File: config.mk
export PLATFORM = sky130hd
export DESIGN_NAME = circuit_breaker_table_top
export DESIGN_NICKNAME = d
export VERILOG_FILES = /design/src/hw/rtl/cbt_pkg.sv /design/src/hw/rtl/cbt_cfg.sv /design/src/hw/rtl/cbt_mem.sv /design/src/hw/rtl/cbt_update.sv /design/src/hw/rtl/circuit_breaker_table_top.sv
export VERILOG_INCLUDE_DIRS = /design/src /design/src/hw/rtl
export SDC_FILE = /design/constraint.sdc
export NUM_CORES = 2
export LEC_CHECK = 0
export ABC_AREA = 1
export BUFFER_PORTS_ARGS = -buffer_cell sky130_fd_sc_hd__buf_2
export CAP_MARGIN = 25
export CORE_ASPECT_RATIO = 0.75
export CORE_UTILIZATION = 29
export DETAILED_ROUTE_END_ITERATION = 8
export PLACE_DENSITY = 0.55
export SYNTH_ARGS = -nofsm -noshare
export SYNTH_HDL_FRONTEND = slang
export SYNTH_SLANG_ARGS = --single-unit
export TNS_END_PERCENT = 30
File: constraint.sdc
create_clock -name clk -period 11.25 [get_ports clk]
set_clock_uncertainty 0.2 [all_clocks]
set_input_delay 2.25 -clock clk [delete_from_list [all_inputs] [get_ports clk]]
set_output_delay 2.25 -clock clk [all_outputs]
set_load 0.01 [all_outputs]
File: src/hw/rtl/circuit_breaker_table_top_assert.svh
// ---------------------------------------------------------------------------
// Assertion macros for the circuit breaker table
// Shared immediate-implication and next-cycle checks, clocked on clk and
// disabled while arst_n is low.
// ---------------------------------------------------------------------------
`ifndef CIRCUIT_BREAKER_TABLE_TOP_ASSERT_SVH
`define CIRCUIT_BREAKER_TABLE_TOP_ASSERT_SVH

// same-cycle implication
`define CBT_ASSERT_NOW(lbl, ante, cons) \
	lbl: assert property (@(posedge clk) disable iff (!arst_n) (ante) |-> (cons)) \
		else $error("cbt check failed in same cycle");

// next-cycle implication
`define CBT_ASSERT_NEXT(lbl, ante, cons) \
	lbl: assert property (@(posedge clk) disable iff (!arst_n) (ante) |=> (cons)) \
		else $error("cbt check failed in next cycle");

`endif

File: src/hw/rtl/cbt_pkg.sv
// ---------------------------------------------------------------------------
// cbt_pkg
// Types and constants shared by the circuit breaker table modules.
// ---------------------------------------------------------------------------
package cbt_pkg;

	typedef enum logic [1:0] {
		CMD_QUERY = 2'd0,
		CMD_FAIL  = 2'd1,
		CMD_PASS  = 2'd2
	} cbt_cmd_t;

	localparam logic [3:0] CFG_IDX_ENABLE    = 4'd0;
	localparam logic [3:0] CFG_IDX_THRESHOLD = 4'd1;
	localparam logic [3:0] CFG_IDX_COOLDOWN  = 4'd2;
	localparam logic [3:0] CFG_IDX_COUNT     = 4'd3;

	localparam logic [15:0] CNT_MAX  = 16'hFFFF;
	localparam logic [31:0] TIME_MAX = 32'hFFFF_FFFF;

	// one table entry, 50 bits
	typedef struct packed {
		logic        open_mark;
		logic        probe_taken;
		logic [31:0] open_until;
		logic [15:0] failure_count;
	} cbt_entry_t;

	typedef struct packed {
		logic        breaker_enable;
		logic [15:0] failure_threshold;
		logic [15:0] cooldown_seconds;
		logic [6:0]  backend_count;
	} cbt_cfg_t;

	typedef struct packed {
		logic tripped;
		logic probe_granted;
		logic blocked;
	} cbt_result_t;

endpackage

File: src/hw/rtl/cbt_cfg.sv
// ---------------------------------------------------------------------------
// cbt_cfg
// Configuration register file; writes beyond the register list are dropped.
// ---------------------------------------------------------------------------
module cbt_cfg (
	input  logic               clk,
	input  logic               arst_n,
	input  logic               wr_en,
	input  logic [3:0]         wr_index,
	input  logic [15:0]        wr_data,
	output cbt_pkg::cbt_cfg_t  cfg
);
	import cbt_pkg::*;

	cbt_cfg_t cfg_q;

	always_ff @(posedge clk or negedge arst_n) begin
		if (!arst_n) begin
			cfg_q.breaker_enable    <= 1'b0;
			cfg_q.failure_threshold <= 16'd5;
			cfg_q.cooldown_seconds  <= 16'd30;
			cfg_q.backend_count     <= 7'd0;
		end else if (wr_en) begin
			case (wr_index)
				CFG_IDX_ENABLE:    cfg_q.breaker_enable    <= wr_data[0];
				CFG_IDX_THRESHOLD: cfg_q.failure_threshold <= wr_data;
				CFG_IDX_COOLDOWN:  cfg_q.cooldown_seconds  <= wr_data;
				CFG_IDX_COUNT:     cfg_q.backend_count     <= wr_data[6:0];
				default: begin
				end
			endcase
		end
	end

	assign cfg = cfg_q;

endmodule

File: src/hw/rtl/cbt_mem.sv
// ---------------------------------------------------------------------------
// cbt_mem
// Breaker table storage: one write port, one enabled read port, read-first.
// ---------------------------------------------------------------------------
module cbt_mem #(
	parameter int DEPTH = 64,
	parameter int AW    = 6
) (
	input  logic                   clk,
	input  logic                   we,
	input  logic [AW-1:0]          waddr,
	input  cbt_pkg::cbt_entry_t    wdata,
	input  logic                   re,
	input  logic [AW-1:0]          raddr,
	output cbt_pkg::cbt_entry_t    rdata
);
	import cbt_pkg::*;

	cbt_entry_t mem [DEPTH];
	cbt_entry_t rdata_q;

	always_ff @(posedge clk) begin
		if (we) begin
			mem[waddr] <= wdata;
		end
	end

	// holds its value until the next read
	always_ff @(posedge clk) begin
		if (re) begin
			rdata_q <= mem[raddr];
		end
	end

	assign rdata = rdata_q;

endmodule

File: src/hw/rtl/cbt_update.sv
// ---------------------------------------------------------------------------
// cbt_update
// Breaker update: new entry, write enable and result for one command.
// ---------------------------------------------------------------------------
module cbt_update (
	input  cbt_pkg::cbt_cfg_t    cfg,
	input  cbt_pkg::cbt_cmd_t    cmd,
	input  logic                 in_range,
	input  logic [31:0]          now_seconds,
	input  cbt_pkg::cbt_entry_t  cur,
	output cbt_pkg::cbt_entry_t  nxt,
	output logic                 we,
	output cbt_pkg::cbt_result_t res
);
	import cbt_pkg::*;

	logic [15:0] cnt_inc;
	logic [32:0] until_sum;
	logic [31:0] until_sat;

	assign cnt_inc   = (cur.failure_count == CNT_MAX) ? CNT_MAX : cur.failure_count + 16'd1;
	assign until_sum = {1'b0, now_seconds} + {17'd0, cfg.cooldown_seconds};
	assign until_sat = until_sum[32] ? TIME_MAX : until_sum[31:0];

	always_comb begin
		nxt = cur;
		we  = 1'b0;
		res = '0;
		if (in_range) begin
			case (cmd)
				CMD_QUERY: begin
					we = 1'b1;
					if (cfg.breaker_enable && cur.open_mark) begin
						if ((now_seconds >= cur.open_until) && !cur.probe_taken) begin
							nxt.probe_taken   = 1'b1;
							res.probe_granted = 1'b1;
						end else begin
							res.blocked = 1'b1;
						end
					end
				end
				CMD_FAIL: begin
					we                = 1'b1;
					nxt.probe_taken   = 1'b0;
					nxt.failure_count = cnt_inc;
					if (cfg.breaker_enable && (cnt_inc >= cfg.failure_threshold)) begin
						nxt.open_until = until_sat;
						nxt.open_mark  = 1'b1;
						res.tripped    = 1'b1;
					end
				end
				CMD_PASS: begin
					we  = 1'b1;
					nxt = '0;
				end
				default: begin
				end
			endcase
		end
	end

endmodule

File: src/hw/rtl/circuit_breaker_table_top.sv
// ---------------------------------------------------------------------------
// circuit_breaker_table_top
// Per-backend circuit breakers with a half-open probe, kept in one table.
// ---------------------------------------------------------------------------
// Usage:
//   Commands arrive as beats on the s_* stream: query, failure report or
//   success report for one backend, stamped with the time in seconds. Each
//   accepted beat yields exactly one result beat on the m_* stream
//   (blocked, probe_granted, tripped), in order.
//   Configuration goes through the cfg_* write channel (always ready); the user
//   must see that it is changed only while no command is in flight (unchecked).
//   A beat and its entry are registered in the read stage, its result in the
//   output register. Throughput: one beat per cycle while m_tready keeps up.
//   The table is a single-port write, single-port read memory; the entry is
//   read on acceptance and written back as the command leaves the read stage.
//   A read of an entry being written back gets the new value by forwarding.
//   Reset: the configuration registers take their reset values and the
//   table is swept to zero, one entry per cycle, over all MAX_BACKENDS entries;
//   s_tready stays low during the sweep.
//   Stall: the result waits in the output register; one more command may
//   sit in the read stage, after which s_tready drops until m_tready.
// ---------------------------------------------------------------------------
`include "circuit_breaker_table_top_assert.svh"

module circuit_breaker_table_top #(
	parameter int MAX_BACKENDS = 64
) (
	input  logic        clk,
	input  logic        arst_n,
	// command stream
	input  logic        s_tvalid,
	output logic        s_tready,
	input  logic [39:0] s_tdata,   // [1:0] cmd, [7:2] backend, [39:8] now_seconds
	// result stream
	output logic        m_tvalid,
	input  logic        m_tready,
	output logic [7:0]  m_tdata,   // [0] blocked, [1] probe_granted, [2] tripped, [7:3] zero
	// configuration writes
	input  logic        cfg_valid,
	output logic        cfg_ready,
	input  logic [3:0]  cfg_index,
	input  logic [15:0] cfg_data
);
	import cbt_pkg::*;

	localparam int AW = (MAX_BACKENDS > 1) ? $clog2(MAX_BACKENDS) : 1;
	localparam int XW = (AW > 6) ? AW : 6;

	typedef enum logic [1:0] {
		ST_CLEAR = 2'b01,
		ST_RUN   = 2'b10
	} state_t;

	state_t       state_q;
	logic [AW-1:0] clr_q;

	cbt_cfg_t     cfg;

	// read stage
	logic         valid_s1;
	cbt_cmd_t     cmd_s1;
	logic [5:0]   idx_s1;
	logic [31:0]  now_s1;
	logic         fwd_s1;
	cbt_entry_t   fwd_data_s1;

	// output register
	logic         m_tvalid_q;
	cbt_result_t  res_q;

	logic         s_accept;
	logic         adv_s1;
	logic         in_range;
	logic         upd_we;
	logic         wr_item;
	cbt_entry_t   rdata;
	cbt_entry_t   cur_entry;
	cbt_entry_t   nxt_entry;
	cbt_result_t  res;

	logic [XW-1:0] rd_addr_x;
	logic [XW-1:0] wr_addr_x;
	logic          mem_we;
	logic [AW-1:0] mem_waddr;
	cbt_entry_t    mem_wdata;

	assign cfg_ready = 1'b1;

	cbt_cfg u_cfg (
		.clk      (clk),
		.arst_n   (arst_n),
		.wr_en    (cfg_valid & cfg_ready),
		.wr_index (cfg_index),
		.wr_data  (cfg_data),
		.cfg      (cfg)
	);

	// handshake
	assign adv_s1   = !m_tvalid_q || m_tready;
	assign s_tready = (state_q == ST_RUN) && (!valid_s1 || adv_s1);
	assign s_accept = s_tvalid && s_tready;

	// index in range of both the configured count and the table depth
	assign in_range = ({1'b0, idx_s1} < cfg.backend_count) &&
	                  (32'(idx_s1) < 32'(MAX_BACKENDS));

	assign cur_entry = fwd_s1 ? fwd_data_s1 : rdata;

	cbt_update u_update (
		.cfg         (cfg),
		.cmd         (cmd_s1),
		.in_range    (in_range),
		.now_seconds (now_s1),
		.cur         (cur_entry),
		.nxt         (nxt_entry),
		.we          (upd_we),
		.res         (res)
	);

	assign wr_item   = valid_s1 && adv_s1 && upd_we;
	assign rd_addr_x = XW'(s_tdata[7:2]);
	assign wr_addr_x = XW'(idx_s1);

	// sweep writes zeros; otherwise the read stage writes back
	assign mem_we    = (state_q == ST_CLEAR) || wr_item;
	assign mem_waddr = (state_q == ST_CLEAR) ? clr_q : wr_addr_x[AW-1:0];
	assign mem_wdata = (state_q == ST_CLEAR) ? cbt_entry_t'('0) : nxt_entry;

	cbt_mem #(
		.DEPTH (MAX_BACKENDS),
		.AW    (AW)
	) u_mem (
		.clk   (clk),
		.we    (mem_we),
		.waddr (mem_waddr),
		.wdata (mem_wdata),
		.re    (s_accept),
		.raddr (rd_addr_x[AW-1:0]),
		.rdata (rdata)
	);

	// reset sweep
	always_ff @(posedge clk or negedge arst_n) begin
		if (!arst_n) begin
			state_q <= ST_CLEAR;
			clr_q   <= '0;
		end else begin
			case (state_q)
				ST_CLEAR: begin
					if (clr_q == AW'(MAX_BACKENDS - 1)) begin
						state_q <= ST_RUN;
					end else begin
						clr_q <= clr_q + AW'(1);
					end
				end
				ST_RUN: begin
				end
				default: state_q <= ST_CLEAR;
			endcase
		end
	end

	// read stage control
	always_ff @(posedge clk or negedge arst_n) begin
		if (!arst_n) begin
			valid_s1 <= 1'b0;
		end else if (!valid_s1 || adv_s1) begin
			valid_s1 <= s_accept;
		end
	end

	// read stage payload; forward when the entry is written as it is read
	always_ff @(posedge clk) begin
		if (s_accept) begin
			cmd_s1      <= cbt_cmd_t'(s_tdata[1:0]);
			idx_s1      <= s_tdata[7:2];
			now_s1      <= s_tdata[39:8];
			fwd_s1      <= wr_item && (idx_s1 == s_tdata[7:2]);
			fwd_data_s1 <= nxt_entry;
		end
	end

	// output register
	always_ff @(posedge clk or negedge arst_n) begin
		if (!arst_n) begin
			m_tvalid_q <= 1'b0;
		end else if (valid_s1 && adv_s1) begin
			m_tvalid_q <= 1'b1;
		end else if (m_tready) begin
			m_tvalid_q <= 1'b0;
		end
	end

	always_ff @(posedge clk) begin
		if (valid_s1 && adv_s1) begin
			res_q <= res;
		end
	end

	assign m_tvalid = m_tvalid_q;
	assign m_tdata  = {5'd0, res_q};

	// checks
	`CBT_ASSERT_NOW(a_no_accept_in_sweep, state_q == ST_CLEAR, !s_tready)
	`CBT_ASSERT_NOW(a_one_result_flag, m_tvalid, $onehot0(m_tdata[2:0]))
	`CBT_ASSERT_NOW(a_write_only_on_advance, mem_we && (state_q == ST_RUN),
		valid_s1 && adv_s1)
	`CBT_ASSERT_NEXT(a_stage_holds, valid_s1 && !adv_s1,
		valid_s1 && $stable(idx_s1) && $stable(cmd_s1))

endmodule

==> After elaboration in Yosys (flattened, before gate mapping) <==
Memories as Yosys holds them, arrays and structs flattened. A register that Yosys moved wholly into a read port is not among the register bits.
Cells that the tools add are included.
{ "totals": {"register_bits": 144, "ram_bits": 3200, "n_memories": 1, "out_inout_bits": 11, "wordCells": 90} }
{ "op_classes": {"n_lt_le_gt_ge": 3, "n_reduce_logical": 27, "bitwise_logic": 2, "mux": 24, "add_sub_neg": 3, "eq_ne": 11} }
{ "memory_table": {"columns": ["name", "words", "word_bits", "rd", "rd_ports_with_merged_regs", "write_ports", "line", "text"], "rows": [
  ["u_mem.mem", 64, 50, 1, 1, 1, "cbt_mem.sv:19", "cbt_entry_t mem [DEPTH];"]
]} }
{ "op_table": {"columns": ["operator", "n"], "rows": [
  ["$mux W50", 3],
  ["$pmux W48 S2", 1],
  ["$mux W32", 2],
  ["$add A32 B16 Y33", 1],
  ["$ge A32 B32 Y1", 1],
  ["$add A16 B1 Y16 const B", 1],
  ["$eq A16 B16 Y1 const B", 1],
  ["$ge A16 B16 Y1", 1],
  ["$mux W16", 1],
  ["$reduce_and A2 Y1", 7],
  ["$mux W1", 12],
  ["$eq A4 B2 Y1 const B", 2],
  ["$logic_and A1 B1 Y1", 8],
  ["$lt A6 B7 Y1", 1],
  ["$add A6 B1 Y6 const B", 1],
  ["$eq A6 B6 Y1", 1],
  ["$eq A6 B6 Y1 const B", 1],
  ["$mux W6", 1],
  ["$eq A2 B1 Y1 const B", 2],
  ["$eq A2 B2 Y1 const B", 2],
  ["$eq A4 B1 Y1 const B", 1],
  ["$logic_not A4 Y1", 1],
  ["$pmux W1 S2", 2],
  ["$pmux W2 S2", 1],
  ["10 further kinds", 15]
]} }

==> Longest topological paths before layout <==
{ "depth": {"depth_word": 9, "ltp_mapped": 26, "ltp_nobuf": 25} }

==> Hierarchy <==
From an unflattened synthesis, not the netlist that was laid out.
{ "hier_totals": {"hier_cells": 11979, "hier_area_um2": 140790.0} }
{ "modules_own_cells": {"columns": ["module", "seq_area_each_um2", "cells_per_inst", "instances", "area_each_um2"], "rows": [
  ["cbt_mem", 97593.6, 10530, 1, 129630.6],
  ["circuit_breaker_table_top", 3074.2, 385, 1, 4849.7],
  ["cbt_update", 0.0, 880, 1, 4571.9],
  ["cbt_cfg", 1008.5, 184, 1, 1737.9]
]} }

==> Worst setup path after synthesis <==
Ideal clock, no wire load.
{ "synth_path": {"path_type": "in2reg", "startpoint": "input port m_tready", "endpoint": "register cmd_s1[0] (enable)", "path_buffers": 0, "stages": 6, "setup_time_ns": 0.645, "slack_ns": 2.028, "t_required_ns": 10.405, "arrival_ns": 8.378, "cell_sequence": "inv_1 > nand2_1 > nor2_1 > inv_1 > nand2_1 > nor2_1"} }
{ "synth_via": {"elab_chain_cells": 4} }
{ "synth_lines": {"columns": ["element", "line", "text"], "rows": [
  ["start: declaration", "circuit_breaker_table_top.sv:36", "input logic m_tready,"],
  ["$logic_or A1 B1 Y1", "circuit_breaker_table_top.sv:99", "assign adv_s1 = !m_tvalid_q || m_tready;"],
  ["$logic_or A1 B1 Y1", "circuit_breaker_table_top.sv:100", "assign s_tready = (state_q == ST_RUN) && (!valid_s1 || adv_s1);"],
  ["$logic_and A1 B1 Y1", "circuit_breaker_table_top.sv:100", null],
  ["$logic_and A1 B1 Y1", "circuit_breaker_table_top.sv:101", "assign s_accept = s_tvalid && s_tready;"],
  ["named net s_accept", "circuit_breaker_table_top.sv:71", "logic s_accept;"],
  ["end signal: assignment", "circuit_breaker_table_top.sv:175", "cmd_s1 <= cbt_cmd_t'(s_tdata[1:0]);"],
  ["end: declaration", "circuit_breaker_table_top.sv:61", "cbt_cmd_t cmd_s1;"]
]} }
The timed path passes the listed nets, and every way through them passes these cells.
A chain may end at the register's enable or synchronous reset.

==> results.cfg <==
[synth]
synthSimpleGateAreaFrac_pct = 11.6
synth_area_leaders = edfxtp_1 (73%), o21ai_0 (6.0%), nor2_1 (4.8%), nand2_1 (3.6%), o22ai_1 (3.5%)
synth-seq-cells = 3394
async_flop_share_pct = 1.47
yosys.area_share.adder_pct = 0.688
synth-seq-area-share_pct = 74.0
synth-edff-count = 3344
synth_top_family_by_area = simple AND/OR/NAND/NOR gates
yosysWarnings = 0
synth_compound_area_share_pct = 10.2
synth_area_leader_cell = edfxtp_1
synthTopCellsByCount = edfxtp_1 (3,344), nor2_1 (1,753), o21ai_0 (1,635)
syn_area_um2 = 137000
synth_top_area_share_pct = 73.1
ys_dominant_reg_cell = edfxtp_1
synth.avg_cell_area_um2 = 12.4
yosysUniqueCellTypes = 42
synth.most_common_cell = edfxtp_1
syn_inst = 11100
synthXorXnorAreaFrac_pct = 0.140
synthMuxAreaShare_pct = 0.249

[final_layout]
nets = 11100
post-route-util_pct = 33.1
area_growth_pct = 13.4
fillerInstances = 46300
drive_above_1_share_pct = 7.93

[clock_tree]
cts_max_path_buffers = 4
cts_resized = 0
clock-root-buffer = clkbuf_16
h-tree-depth = 5
clkLatencyLatePin_ns = 0.94
cts_hold_buf = 0
clkTransAtPathRegs_ns = 0.06
numCtsBuffers = 323
cts_sinks = 3394
cts_setup_buffers = 0
tritoncts = built

[worst_setup_path]
cpMostUsedCell = nand3_1
worstPathMaxFanout = 64
rr_worst_depth = 19
crit_slowest_cell = nor2_1
crit_type = register to register
reg2reg_slack_ns = 4.85
cp.arrival_ns = 6.73
start_kind = register
worstSetupEndpointType = register
max_stage_delay_ns = 0.79
critical_path_required_ns = 11.58
cp_cell_sequence = buf_4 -> o21ai_0 -> inv_1 -> ha_1 -> nand3_1 -> nor2_1 -> nand3_2 -> nand3_1 -> ha_1 -> nand2_1 -> nor3_1 -> nand3_1 -> nand3_1 -> nand3_2 -> nor2_1 -> nand2_1 -> nand2_1 -> nor2_4 -> buf_4

[timing]
setup_viol = 0
finalCriticalPeriod_ns = 6.40
hold_viol_final = 0
whs_ns = 0.276
finalCritPeriodShare_pct = 56.9
tightest_slew_ns = 1.17
slew_headroom_pct = 21.2
drv_slew = 0
rsz0062_at_grt = no
final.setup.tns_ns = 0
max_freq_ghz = 0.156

[floorplanning]
rows = 218
ios = 76
coreArea_um2 = 471000
fp.dieH_um = 598
die-area_um2 = 477000
die_w_um = 797
start_util_pct = 29.2

[power_and_ir_drop]
clockPowerShare_pct = 42.0
p_int_mw = 20.1
share_comb_of_total_power_pct = 5.3
p_seq_share_pct = 52.7
irDropWorstVdd_uv = 133
net-switching-power_mw = 5.92
p_leak_nw = 47.8
finalPower_mw = 26.1
pwr_density_cell_nw_per_um2 = 167
switching_share_pct = 22.7

[placement]
port_buffers = 69
dp_hpwl_um = 224000
place_congestion = 0.813

[outcome]
status = finished, final reports clean

[global_routing]
grt_pass1_wl_um = 622000
grt_max_degree = 199
gr-total-overflow = 0
antenna_found_initial = 49
grt_use_total_pct = 17.7
grt_pass1_vias = 83600

[drt]
ant_nets = 0
route.vias.total = 92000
first_pass_iters = 6
wl_per_cell_um = 25.1
first_iter_violations = 12900
drc = 0
wirelength_um = 439000
routed_via_density = 5.25

[min_path]
hold_path_depth = 2
hold_path.class = register to register

[flow_run]
cap_violations = 0
-- cells in the final DEF, fill, tap and decap left out, types with 26 or more instances in the layout --
master,synthesis,final
a21oi_1,111,94
and2_1,37,36
buf_12,0,26
buf_2,167,63
buf_4,35,202
bufinv_16,0,29
clkbuf_1,480,66
clkbuf_16,0,328
clkinv_1,2,64
clkinv_2,0,56
dfrtp_1,43,43
edfxtp_1,3344,3344
ha_1,74,74
inv_1,312,308
mux2i_1,33,33
nand2_1,1302,1302
nand3_1,762,761
nor2_1,1753,1671
nor2_4,2,84
o21ai_0,1635,1631
o21ai_1,59,63
o22ai_1,759,759
-- sequential cells by signal (all words and copies together) (netlist names) --
name / count
cmd_s1: 2
m_tdata: 3
u_mem.rdata: 50
idx_s1: 6
fwd_s1: 1
now_s1: 32
state_q: 2
clr_q: 6
u_mem.mem: 3200
fwd_data_s1: 50
m_tvalid: 1
valid_s1: 1
u_cfg.cfg: 40
-- worst max-delay path, delay by kind of cell (launching register included) --
family,cells,cell delay (ns)
adder cells (fa/ha/maj),2,0.37
flip-flops,1,0.77
buffers and inverters,3,0.86
AND/OR/NAND/NOR,13,3.46
AO/OA/AOI/OAI,1,0.27
-- cells by family after synthesis --
logic type	after synthesis
other	2
muxes	34
xor gates and xnor gates	22
and+or+nand+nor	3916
buffers and inverters	1054
AOI/OAI and AO/OA	2592
adders and majority gates	75
DFF	3394
-- metal layers --
metal / vias up / part of all wire [%] / track usage [%]
li1: 40200 / - / -
met1: 46400 / 45 / 27.3
met2: 4740 / 41 / 24.6
met3: 651 / 12 / 4.60
met4: 32 / 2.3 / 4.09
met5: - / 0.043 / 0
-- power by group through the flow --
stage               registers, mW  logic (mW)  clock network [mW]
detailed placement           14.0        1.36                   0
global placement             14.0        1.35                   0
finish                       13.7        1.38                10.9
CTS                          13.7        1.36                11.1
floorplan                    14.0       0.875                   0
global route                 13.7        1.51                11.5
-- per-stage QoR --
step	cells	area [µm²]	worst slack (ns)
after floorplan	11100	137000	2.03
after global placement	16900	145000	4.08
after detailed placement	16900	146000	4.50
after CTS	17500	156000	4.84
after global routing	17500	156000	4.37
final	17500	156000	4.85
-- worst paths after layout --
| path | from | endpoint |
|---|---|---|
| setup / recovery | fwd_s1 | u_mem.mem[16][47] |
| hold / removal | valid_s1 | m_tvalid |
| setup reg to reg | fwd_s1 | u_mem.mem[16][47] |
| hold reg to reg | valid_s1 | m_tvalid |
| max in group asynchronous | arst_n | u_cfg.cfg[14] |
| min in group asynchronous | arst_n | u_cfg.cfg[28] |
-- area by class of cell --
cell class | count | area [µm²] | area share, %
antenna | 20 | 50.0 | 0.0321
clock buffer | 396 | 8480 | 5.44
clock inverter | 175 | 1710 | 1.10
inverter | 316 | 1220 | 0.785
multi-input combinational | 6645 | 32300 | 20.7
sequential | 3394 | 102000 | 65.3
tap | 6270 | 7850 | 5.03
timing repair buffer | 301 | 2520 | 1.62
(Power assumes the default switching activity.)
